--- config.mk ---
export PLATFORM = sky130hd
export DESIGN_NAME = quantized_dot_product_requant
export DESIGN_NICKNAME = d
export VERILOG_FILES = /design/src/hw/rtl/qdpr_pkg.sv /design/src/hw/rtl/qdpr_fifo.sv /design/src/hw/rtl/qdpr_front.sv /design/src/hw/rtl/qdpr_back.sv /design/src/hw/rtl/quantized_dot_product_requant.sv
export SDC_FILE = /design/constraint.sdc
export NUM_CORES = 2
export LEC_CHECK = 0
export BUFFER_PORTS_ARGS = -buffer_cell sky130_fd_sc_hd__buf_4
export CORE_MARGIN = 2
export CORE_UTILIZATION = 23
export CTS_CLUSTER_DIAMETER = 80
export DETAILED_ROUTE_END_ITERATION = 12
export SLEW_MARGIN = 40
export SYNTH_ARGS = -nofsm -noshare
export SYNTH_HDL_FRONTEND = slang
export SYNTH_SLANG_ARGS = --single-unit
--- constraint.sdc ---
create_clock -name clock -period 8.3 [get_ports clock]
set_input_delay 0.415 -clock clock [delete_from_list [all_inputs] [get_ports clock]]
set_output_delay 0.415 -clock clock [all_outputs]
set_load 0.02 [all_outputs]
--- src/hw/rtl/qdpr_pkg.sv ---
`timescale 1ns / 1ps

package qdpr_pkg;

   localparam int LANES     = 4;
   localparam int ACT_W     = 8;
   localparam int WT_W      = 8;
   localparam int ACC_W     = 32;
   localparam int SHIFT_W   = 5;
   localparam int OUT_W     = 8;
   localparam int PROD_W    = ACT_W + WT_W + 1;
   localparam int GSUM_W    = PROD_W + $clog2(LANES);
   localparam int MID_DEPTH = 4;
   localparam int OUT_DEPTH = 4;

   typedef struct packed {
      logic [GSUM_W-1:0] group_sum;
      logic [ACC_W-1:0]  scale;
      logic [ACC_W-1:0]  offset;
      logic              last;
   } mid_word_type;

   typedef struct packed {
      logic full;
      logic empty;
   } fifo_status_type;

endpackage

--- src/hw/rtl/qdpr_fifo.sv ---
`timescale 1ns / 1ps

module qdpr_fifo #(
   parameter int WIDTH = 8,
   parameter int DEPTH = 4
) (
   input  logic                       clock,
   input  logic                       reset,
   input  logic                       push,
   input  logic [WIDTH-1:0]           push_data,
   input  logic                       pop,
   output logic [WIDTH-1:0]           pop_data,
   output qdpr_pkg::fifo_status_type  status,
   output logic [$clog2(DEPTH+1)-1:0] count
);

   localparam int AW = (DEPTH > 1) ? $clog2(DEPTH) : 1;
   localparam int CW = $clog2(DEPTH + 1);

   logic [WIDTH-1:0] mem_ff [DEPTH];
   logic [AW-1:0]    wr_ptr_ff, wr_ptr_in;
   logic [AW-1:0]    rd_ptr_ff, rd_ptr_in;
   logic [CW-1:0]    count_ff, count_in;
   logic             do_push, do_pop;

   assign do_push = push && !status.full;
   assign do_pop  = pop && !status.empty;

   always_comb begin
      wr_ptr_in = wr_ptr_ff;
      rd_ptr_in = rd_ptr_ff;
      count_in  = count_ff;
      if (do_push) begin
         wr_ptr_in = (wr_ptr_ff == AW'(DEPTH - 1)) ? '0 : wr_ptr_ff + AW'(1);
      end
      if (do_pop) begin
         rd_ptr_in = (rd_ptr_ff == AW'(DEPTH - 1)) ? '0 : rd_ptr_ff + AW'(1);
      end
      if (do_push && !do_pop) begin
         count_in = count_ff + CW'(1);
      end else if (do_pop && !do_push) begin
         count_in = count_ff - CW'(1);
      end
   end

   always_ff @(posedge clock) begin
      if (reset) begin
         wr_ptr_ff <= '0;
         rd_ptr_ff <= '0;
         count_ff  <= '0;
      end else begin
         wr_ptr_ff <= wr_ptr_in;
         rd_ptr_ff <= rd_ptr_in;
         count_ff  <= count_in;
      end
   end

   always_ff @(posedge clock) begin
      if (do_push) begin
         mem_ff[wr_ptr_ff] <= push_data;
      end
   end

   assign pop_data     = mem_ff[rd_ptr_ff];
   assign status.full  = (count_ff == CW'(DEPTH));
   assign status.empty = (count_ff == '0);
   assign count        = count_ff;

endmodule

--- src/hw/rtl/qdpr_front.sv ---
`timescale 1ns / 1ps

module qdpr_front (
   input  logic                                 clock,
   input  logic                                 reset,
   input  logic                                 push,
   output logic                                 full,
   input  logic [qdpr_pkg::ACT_W-1:0]           act [qdpr_pkg::LANES],
   input  logic signed [qdpr_pkg::WT_W-1:0]     wt [qdpr_pkg::LANES],
   input  logic [qdpr_pkg::ACC_W-1:0]           scale,
   input  logic [qdpr_pkg::ACC_W-1:0]           offset,
   input  logic                                 last,
   input  qdpr_pkg::fifo_status_type            mid_status,
   output logic                                 mid_push,
   output qdpr_pkg::mid_word_type               mid_word
);

   logic                                  valid_ff, valid_in;
   qdpr_pkg::mid_word_type                word_ff;
   logic                                  accept;
   logic signed [qdpr_pkg::PROD_W-1:0]    prod [qdpr_pkg::LANES];
   logic signed [qdpr_pkg::GSUM_W-1:0]    gsum;

   always_comb begin
      for (int i = 0; i < qdpr_pkg::LANES; i++) begin
         prod[i] = $signed({1'b0, act[i]}) * wt[i];
      end
   end

   always_comb begin
      gsum = '0;
      for (int i = 0; i < qdpr_pkg::LANES; i++) begin
         gsum = gsum + qdpr_pkg::GSUM_W'(prod[i]);
      end
   end

   assign full     = valid_ff && mid_status.full;
   assign accept   = push && !full;
   assign mid_push = valid_ff && !mid_status.full;
   assign valid_in = accept || (valid_ff && mid_status.full);
   assign mid_word = word_ff;

   always_ff @(posedge clock) begin
      if (reset) begin
         valid_ff <= 1'b0;
      end else begin
         valid_ff <= valid_in;
      end
   end

   always_ff @(posedge clock) begin
      if (accept) begin
         word_ff.group_sum <= gsum;
         word_ff.scale     <= scale;
         word_ff.offset    <= offset;
         word_ff.last      <= last;
      end
   end

endmodule

--- src/hw/rtl/qdpr_back.sv ---
`timescale 1ns / 1ps

module qdpr_back #(
   parameter int OUT_DEPTH = qdpr_pkg::OUT_DEPTH
) (
   input  logic                               clock,
   input  logic                               reset,
   input  logic                               csr_wr_en,
   input  logic [qdpr_pkg::SHIFT_W-1:0]       csr_wr_data,
   input  qdpr_pkg::mid_word_type             mid_word,
   input  qdpr_pkg::fifo_status_type          mid_status,
   output logic                               mid_pop,
   input  logic [$clog2(OUT_DEPTH+1)-1:0]     out_count,
   output logic                               out_push,
   output logic [qdpr_pkg::OUT_W-1:0]         out_data
);

   localparam int ACC_W = qdpr_pkg::ACC_W;
   localparam int CRW   = $clog2(OUT_DEPTH + 3);

   logic [qdpr_pkg::SHIFT_W-1:0] shift_ff;
   logic [ACC_W-1:0]             acc_ff, acc_in;
   logic [ACC_W-1:0]             sum;
   logic                         s1_valid_ff, s2_valid_ff;
   logic [ACC_W-1:0]             s1_sum_ff, s1_scale_ff, s1_offset_ff;
   logic [ACC_W-1:0]             s2_prod_ff, s2_offset_ff;
   logic [2*ACC_W-1:0]           full_prod;
   logic [CRW-1:0]               inflight;
   logic signed [ACC_W-1:0]      biased, shifted;

   // reserve a result slot for every last word in flight
   assign inflight = CRW'(out_count) + CRW'(s1_valid_ff) + CRW'(s2_valid_ff);
   assign mid_pop  = !mid_status.empty && (inflight < CRW'(OUT_DEPTH));

   assign sum = acc_ff + ACC_W'($signed(mid_word.group_sum));

   always_comb begin
      acc_in = acc_ff;
      if (mid_pop) begin
         acc_in = mid_word.last ? '0 : sum;
      end
   end

   always_ff @(posedge clock) begin
      if (reset) begin
         shift_ff    <= '0;
         acc_ff      <= '0;
         s1_valid_ff <= 1'b0;
         s2_valid_ff <= 1'b0;
      end else begin
         if (csr_wr_en) begin
            shift_ff <= csr_wr_data;
         end
         acc_ff      <= acc_in;
         s1_valid_ff <= mid_pop && mid_word.last;
         s2_valid_ff <= s1_valid_ff;
      end
   end

   assign full_prod = s1_scale_ff * s1_sum_ff;

   always_ff @(posedge clock) begin
      if (mid_pop && mid_word.last) begin
         s1_sum_ff    <= sum;
         s1_scale_ff  <= mid_word.scale;
         s1_offset_ff <= mid_word.offset;
      end
      if (s1_valid_ff) begin
         s2_prod_ff   <= full_prod[ACC_W-1:0];
         s2_offset_ff <= s1_offset_ff;
      end
   end

   // offset, shift and clamp to a byte
   always_comb begin
      biased  = $signed(s2_prod_ff + s2_offset_ff);
      shifted = biased >>> shift_ff;
      if (shifted[ACC_W-1]) begin
         out_data = '0;
      end else if (|shifted[ACC_W-2:qdpr_pkg::OUT_W]) begin
         out_data = '1;
      end else begin
         out_data = shifted[qdpr_pkg::OUT_W-1:0];
      end
   end

   assign out_push = s2_valid_ff;

endmodule

--- src/hw/rtl/quantized_dot_product_requant.sv ---
`timescale 1ns / 1ps
// quantized dot product with requantization
// input queue: drive the req_ ports and raise req_push; a word is taken at an
// edge where req_push is high and req_full is low, one word per cycle at most
// each word adds four activation by weight products into a wrapping 32-bit sum
// a word with req_last_group set closes the sum: scale, offset, arithmetic
// shift by the csr value, clamp to 0..255, one byte out, sum cleared
// result queue: rsp_out_byte is valid while rsp_empty is low, taken with rsp_pop
// a last word reaches the result side through the front register, the group queue,
// accumulate, multiply and clamp into the result queue; full queues can hold it
// throughput: one word per cycle unless the queues hold it, set by the combinational
// lane adder and the accumulate stage; results leave at one per cycle
// csr_wr_en writes the shift at once; write it only while the block is idle
// when the receiver stalls the result queue fills, the back end stops taking
// groups once every result slot is claimed, and req_full rises after the group
// queue and front register fill
// reset clears the sum, the shift and both queues; no clearing pass

module quantized_dot_product_requant #(
   parameter int MID_DEPTH = qdpr_pkg::MID_DEPTH,
   parameter int OUT_DEPTH = qdpr_pkg::OUT_DEPTH
) (
   input  logic                                clock,
   input  logic                                reset,
   input  logic                                req_push,
   output logic                                req_full,
   input  logic [qdpr_pkg::ACT_W-1:0]          req_act_lane0,
   input  logic [qdpr_pkg::ACT_W-1:0]          req_act_lane1,
   input  logic [qdpr_pkg::ACT_W-1:0]          req_act_lane2,
   input  logic [qdpr_pkg::ACT_W-1:0]          req_act_lane3,
   input  logic signed [qdpr_pkg::WT_W-1:0]    req_wt_lane0,
   input  logic signed [qdpr_pkg::WT_W-1:0]    req_wt_lane1,
   input  logic signed [qdpr_pkg::WT_W-1:0]    req_wt_lane2,
   input  logic signed [qdpr_pkg::WT_W-1:0]    req_wt_lane3,
   input  logic signed [qdpr_pkg::ACC_W-1:0]   req_chan_scale,
   input  logic signed [qdpr_pkg::ACC_W-1:0]   req_chan_offset,
   input  logic                                req_last_group,
   output logic                                rsp_empty,
   input  logic                                rsp_pop,
   output logic [qdpr_pkg::OUT_W-1:0]          rsp_out_byte,
   input  logic                                csr_wr_en,
   input  logic [qdpr_pkg::SHIFT_W-1:0]        csr_wr_data
);

   logic [qdpr_pkg::ACT_W-1:0]        act [qdpr_pkg::LANES];
   logic signed [qdpr_pkg::WT_W-1:0]  wt [qdpr_pkg::LANES];
   qdpr_pkg::mid_word_type            front_word, mid_word;
   qdpr_pkg::fifo_status_type         mid_status, out_status;
   logic                              mid_push, mid_pop;
   logic [$clog2(MID_DEPTH+1)-1:0]    mid_count;
   logic [$clog2(OUT_DEPTH+1)-1:0]    out_count;
   logic                              out_push;
   logic [qdpr_pkg::OUT_W-1:0]        out_data;

   assign act[0] = req_act_lane0;
   assign act[1] = req_act_lane1;
   assign act[2] = req_act_lane2;
   assign act[3] = req_act_lane3;
   assign wt[0]  = req_wt_lane0;
   assign wt[1]  = req_wt_lane1;
   assign wt[2]  = req_wt_lane2;
   assign wt[3]  = req_wt_lane3;

   qdpr_front u_front (
      .clock      (clock),
      .reset      (reset),
      .push       (req_push),
      .full       (req_full),
      .act        (act),
      .wt         (wt),
      .scale      (req_chan_scale),
      .offset     (req_chan_offset),
      .last       (req_last_group),
      .mid_status (mid_status),
      .mid_push   (mid_push),
      .mid_word   (front_word)
   );

   qdpr_fifo #(
      .WIDTH ($bits(qdpr_pkg::mid_word_type)),
      .DEPTH (MID_DEPTH)
   ) u_mid_fifo (
      .clock     (clock),
      .reset     (reset),
      .push      (mid_push),
      .push_data (front_word),
      .pop       (mid_pop),
      .pop_data  (mid_word),
      .status    (mid_status),
      .count     (mid_count)
   );

   qdpr_back #(
      .OUT_DEPTH (OUT_DEPTH)
   ) u_back (
      .clock       (clock),
      .reset       (reset),
      .csr_wr_en   (csr_wr_en),
      .csr_wr_data (csr_wr_data),
      .mid_word    (mid_word),
      .mid_status  (mid_status),
      .mid_pop     (mid_pop),
      .out_count   (out_count),
      .out_push    (out_push),
      .out_data    (out_data)
   );

   qdpr_fifo #(
      .WIDTH (qdpr_pkg::OUT_W),
      .DEPTH (OUT_DEPTH)
   ) u_out_fifo (
      .clock     (clock),
      .reset     (reset),
      .push      (out_push),
      .push_data (out_data),
      .pop       (rsp_pop && !out_status.empty),
      .pop_data  (rsp_out_byte),
      .status    (out_status),
      .count     (out_count)
   );

   assign rsp_empty = out_status.empty || (mid_count > MID_DEPTH[$clog2(MID_DEPTH+1)-1:0]);

endmodule

## Yosys cells after proc, flatten, opt, wreduce, memory -nomap -nowiden

Memories as Yosys holds them, arrays and structs flattened. A register that Yosys moved wholly into a read port is not among the register bits.
Index checks and enable logic that the tools add are counted.

| word-level totals | value |
|---|---|
| bits in registers | 298 |
| latch bits | 0 |
| memory bits (writable) | 368 |
| ROM bits | 0 |
| output and inout bits | 10 |
| memories kept | 2 |

Memories:

| name | words | width | read ports | clocked after memory_dff | write ports | RTL line | source |
|---|---|---|---|---|---|---|---|
| u_mid_fifo.mem_ff | 4 | 84 | 1 | 1 | 1 | qdpr_fifo.sv:20 | `logic [WIDTH-1:0] mem_ff [DEPTH];` |
| u_out_fifo.mem_ff | 4 | 8 | 1 | 1 | 1 | qdpr_fifo.sv:20 |  |

| operators by class | value |
|---|---|
| add/subtract/negate cells | 15 |
| multiply operators | 5 |
| divide/modulo/power cells | 0 |
| order comparisons | 2 |
| equality and inequality tests | 6 |
| shifts and indexed selects | 1 |
| mux-type cells | 19 |
| bitwise operators | 0 |
| reductions and logical operators | 30 |

Operators with widths:

| cell | count |
|---|---|
| multiplier 9 x 8 -> 17 bit | 4 |
| adder 32 bit | 2 |
| multiplier 32 x 32 -> 32 bit | 1 |
| 2-to-1 mux 32 bit | 1 |
| >>> shifter 32 x 5 -> 32 bit | 1 |
| OR reduction 23 bit | 1 |
| adder 18 x 17 -> 19 bit | 1 |
| adder 19 x 17 -> 19 bit | 1 |
| adder 17 x 17 -> 18 bit | 1 |
| 2-to-1 mux 2 bit | 8 |
| 2-to-1 mux 8 bit | 2 |
| logical AND 1 bit | 14 |
| 2-to-1 mux 3 bit | 4 |
| logical NOT 1 bit | 9 |
| adder 2 x 1 -> 2 bit (second input constant) | 4 |
| equality test 2 bit (second input constant) | 4 |
| adder 3 x 1 -> 3 bit | 2 |
| adder 3 x 1 -> 3 bit (second input constant) | 2 |
| equality test 3 bit (second input constant) | 2 |
| logical NOT 3 bit | 2 |
| subtractor 3 x 1 -> 3 bit (second input constant) | 2 |
| 2-to-1 mux 1 bit | 4 |
| nonzero test 2 bit | 2 |
| > comparator 3 bit (second input constant) | 1 |
| other kinds (2) | 3 |

## Longest topological paths before layout

| depth | value |
|---|---|
| depth after elaboration | 8 |
| depth in mapped cells | 29 |

## Cells and area by module

Synthesis repeated with hierarchy kept, for this count alone.

| second synthesis, totals | value |
|---|---|
| cell total of the unflattened synthesis | 4505 |
| area total of the unflattened synthesis | 53468.8 um^2 |

Modules (own cells, without submodules):

| module | times used | cells each | area an instance (um^2) |
|---|---|---|---|
| qdpr_back | 1 | 2783 | 26935.8 |
| qdpr_fifo (u_mid_fifo) | 1 | 488 | 12613.3 |
| qdpr_front | 1 | 1139 | 12256.8 |
| qdpr_fifo (u_out_fifo) | 1 | 92 | 1645.3 |
| quantized_dot_product_requant | 1 | 3 | 17.5 |

## Worst setup path before layout

Ideal clock, no wire load.

| timing | value |
|---|---|
| kind | register to register |
| from | register u_back.s1_valid_ff |
| to | register u_back.s1_offset_ff[0] (enable) |
| library setup time | 0.552 ns |
| arrival time | 6.734 ns |
| setup slack | 1.014 ns |
| stages on the path, launching flop included | 8 |
| path buffers | 2 |
| period minus slack after synthesis | 7.286 ns |
| cells stage by stage | dfxtp_1 -> a21oi_1 -> nor2b_1 -> xnor2_1 -> o31ai_1 -> clkbuf_1 -> clkbuf_1 -> nor2_1 |

| between the ends | value |
|---|---|
| word-level cells in the longest chain between the ends | 5 |

RTL lines:

| element | RTL line | source |
|---|---|---|
| from (decl) | qdpr_back.sv:24 | `logic s1_valid_ff, s2_valid_ff;` |
| from (signal assigned) | qdpr_back.sv:55 | `s1_valid_ff <= mid_pop && mid_word.last;` |
| adder 3 x 1 -> 3 bit (2 in a row) | qdpr_back.sv:32 | `assign inflight = CRW'(out_count) + CRW'(s1_valid_ff) + CRW'(s2_valid_ff);` |
| less-than comparator 3 bit | qdpr_back.sv:33 | `assign mid_pop = !mid_status.empty && (inflight < CRW'(OUT_DEPTH));` |
| logical AND 1 bit | qdpr_back.sv:33 |  |
| logical AND 1 bit | qdpr_back.sv:63 | `if (mid_pop && mid_word.last) begin` |
| to (signal assigned) | qdpr_back.sv:66 | `s1_offset_ff <= mid_word.offset;` |
| to (decl) | qdpr_back.sv:25 | `logic [ACC_W-1:0] s1_sum_ff, s1_scale_ff, s1_offset_ff;` |

Every way passes these cells.
A chain may end at the register's enable or synchronous reset.

## Worst setup path after layout

| timing | value |
|---|---|
| from | register u_back.s1_scale_ff[6] |
| to | register u_back.s2_prod_ff[30], data pin |

| between the ends | value |
|---|---|
| word-level cells in the longest chain between the ends | 1 |

RTL lines:

| element | RTL line | source |
|---|---|---|
| from (decl) | qdpr_back.sv:25 |  |
| from (signal assigned) | qdpr_back.sv:65 | `s1_scale_ff <= mid_word.scale;` |
| multiplier 32 x 32 -> 32 bit | qdpr_back.sv:60 | `assign full_prod = s1_scale_ff * s1_sum_ff;` |
| named net u_back.full_prod[30] | qdpr_back.sv:27 | `logic [2*ACC_W-1:0] full_prod;` |
| to (signal assigned) | qdpr_back.sv:69 | `s2_prod_ff <= full_prod[ACC_W-1:0];` |
| to (decl) | qdpr_back.sv:26 | `logic [ACC_W-1:0] s2_prod_ff, s2_offset_ff;` |

The timed path passes the listed nets, and every way through them passes these cells.

==> results.yml <==
clock_tree:
  cts_sinks: 670
  clock_latency_ns: 0.70
  ctsHoldBuffers: 71
  cts_setup_buffers: 0
  cts_resized: 0
  clk_path_buf_depth: 3
  numCtsBuffers: 75
  cts_tree: "done"
  clkSlewWorstSetupHoldPaths_ns: 0.06
  htreeDepth: 3
  clock-root-buffer: "clkbuf_16"
placement:
  gp_congestion: 0.8871
  dp_hpwl_um: 106800
  io_buffers: 148
route:
  drtPass1Iterations: 6
  totalWireLength_um: 137700
  drc: 0
  vias_per_cell: 4.314
  vias: 34000
  drtIter0Drc: 2276
  antenna_left: 0
  post_drt_wl_per_cell_um: 17.47
worst_hold_path:
  hold_class: "in -> reg"
critical_path:
  crit_type: "reg -> reg"
  end_kind: "flop"
  required_ns: 8.72
  worst-path-max-fanout: 17
  max_stage_delay_ns: 0.78
  crit_top_cell: "fa_1"
  slowest_stage: "edfxtp_1"
  cp.arrival_ns: 8.12
  cp-start-kind: "flop"
grt:
  grt_overflow: 0
  first_global_vias: 36320
  antenna_found_initial: 5
  grt_first_pass_wirelength_um: 215200
  grt_usage: 0.1165
  grt_max_degree: 66
yosys:
  yosysSeqAreaShare: 0.3639
  async_flop_share: 0
  synth-xor-area-share: 0.02578
  syn_inst: 4577
  synth_flop_cell: "edfxtp_1"
  synth_fp_nets: 5709
  synth_top_area_cell: "edfxtp_1"
  synth_mux_area_frac: 0.04782
  synth_top_area_frac: 0.3423
  ys_seq_elements: 670
  syn_area_per_cell_um2: 11.73
  netlist_area_mm2: 0.05369
  ys_warn_count: 0
  synth_top_family_by_area: "adder cells"
  ys_types: 95
  synth-adder-area-share: 0.3215
  synth_compound_area_frac: 0.06237
  synth_area_leaders: "edfxtp_1, fa_1, ha_1"
  synth_edf_count: 612
  yosys.area_share.simple: 0.1112
floorplanning:
  die_h_um: 487.1
  die_w_um: 487.1
  start_util: 0.2311
  num_io_pins: 149
  rows: 177
  core_area_mm2: 0.2323
  dieArea_mm2: 0.2373
timing:
  slew_headroom: 0.4042
  rsz0062_at_grt: "no"
  hold_viol: 0
  finalCriticalPeriod_ns: 7.704
  setup_viol: 0
  setup_tns_ns: 0
  slew_viol_final: 0
  tightest_slew_ns: 0.8937
  finClkSkew_ns: 0.03164
  finalCritPeriodShare: 0.9282
  fmax_mhz: 129.8
final_layout:
  nFillCells: 24010
  area_delta_synth_final_pct: 15.25
  fin_nets: 5910
  antenna-diode-count: 0
  drive_above_1_share: 0.1013
job:
  cap_violations: 0
status:
  status: "complete, no violations"
[critical path, delay by kind of cell (launching register included)]
| family | cells | cell delay [ns] |
|---|---|---|
| compound gates | 7 | 1.56 |
| xor+xnor | 1 | 0.12 |
| fa+ha+maj | 9 | 3.71 |
| buf+inv | 5 | 0.79 |
| flops | 1 | 0.78 |
| simple gates | 4 | 0.46 |
[state kept, by name (all words and copies together), names as in the netlist, 3 cells and up, named ones only]
register             flops
u_mid_fifo.mem_ff      336
u_front.mid_word        84
u_back.acc_ff           32
u_back.s1_offset_ff     32
u_back.s1_scale_ff      32
u_back.s1_sum_ff        32
u_back.s2_offset_ff     32
u_back.s2_prod_ff       32
u_out_fifo.mem_ff       32
u_back.shift_ff          5
u_mid_fifo.count         3
u_out_fifo.count         3
[path summary, 6_finish.rpt]
kind | from | end | slack, ns | depth (start not counted)
min | req_push | u_front.valid_ff | 0.04 | 3
max reg2reg | u_back.s1_scale_ff[6] | u_back.s2_prod_ff[30] | 0.60 | 26
max | u_back.s1_scale_ff[6] | u_back.s2_prod_ff[30] | 0.60 | 26
min reg2reg | u_back.s1_offset_ff[24] | u_back.s2_offset_ff[24] | 0.42 | 0
[stage by stage]
step / area (µm²) / cells / hold slack [ns] / setup WS (ns) / utilization
after floorplan: 53690 / 4577 / 0.4003 / 1.014 / -
after global placement: 58480 / 7665 / 0.4044 / 0.6457 / 0.2517
after detailed placement: 58540 / 7668 / 0.4054 / 0.6611 / 0.2520
after CTS: 61810 / 7876 / 0.02038 / 0.6073 / 0.2660
after global routing: 61870 / 7881 / 0.03226 / 0.1428 / 0.2663
final: 61870 / 7881 / 0.03902 / 0.5962 / 0.2663
[layout make-up]
class | count | area [µm²] | share of cell area
Multi-Input combinational cell | 2947 | 30590 | 0.4944
Sequential cell | 670 | 19550 | 0.3159
Tap cell | 3043 | 3807 | 0.06153
Inverter | 795 | 2984 | 0.04823
Timing Repair Buffer | 289 | 2394 | 0.03868
Clock buffer | 99 | 2048 | 0.03310
Clock inverter | 38 | 505.5 | 0.008170
[cell usage in the layout (no fill, tap or decap), types with 24 or more instances in the layout]
cell	instances
a211oi_1	24
a21o_1	40
a21oi_1	107
a22oi_1	25
and2_1	415
buf_4	208
clkbuf_16	76
dfxtp_1	55
dlygate4sd3_1	71
edfxtp_1	612
fa_1	644
ha_1	349
inv_1	794
mux2i_1	29
mux4_2	96
nand2_1	435
nand2b_1	25
nand3_1	25
nor2_1	146
nor3_1	34
o21ai_0	63
xnor2_1	118
xor2_1	39
[layer usage]
layer	GRT usage	vias to the layer above	part of all wire
li1	-	15510	-
met1	0.1523	17460	0.44
met2	0.2026	837	0.50
met3	0.01314	188	0.039
met4	0.03187	4	0.025
met5	0	-	0.00021
[kinds of logic after synthesis]
logic type | count (synthesis)
fa+ha+maj | 993
simple gates | 1189
buf+inv | 960
mux | 135
compound gates | 472
xor+xnor | 158
flops | 670
[synthesized netlist by cell type, types with 29 or more instances]
library cell    n
nor2_1        148
clkbuf_1      141
inv_1         794
a21o_1         40
nor3_1         34
o21ai_0        63
and2_1        419
edfxtp_1      612
a21oi_1       107
xnor2_1       119
mux4_2         96
nand2_1       435
dfxtp_1        58
fa_1          644
ha_1          349
xor2_1         39
mux2i_1        29
Power is left out: the tool's default activity adds up to more than one toggle a clock period on the data nets, which glitch-free logic cannot reach.
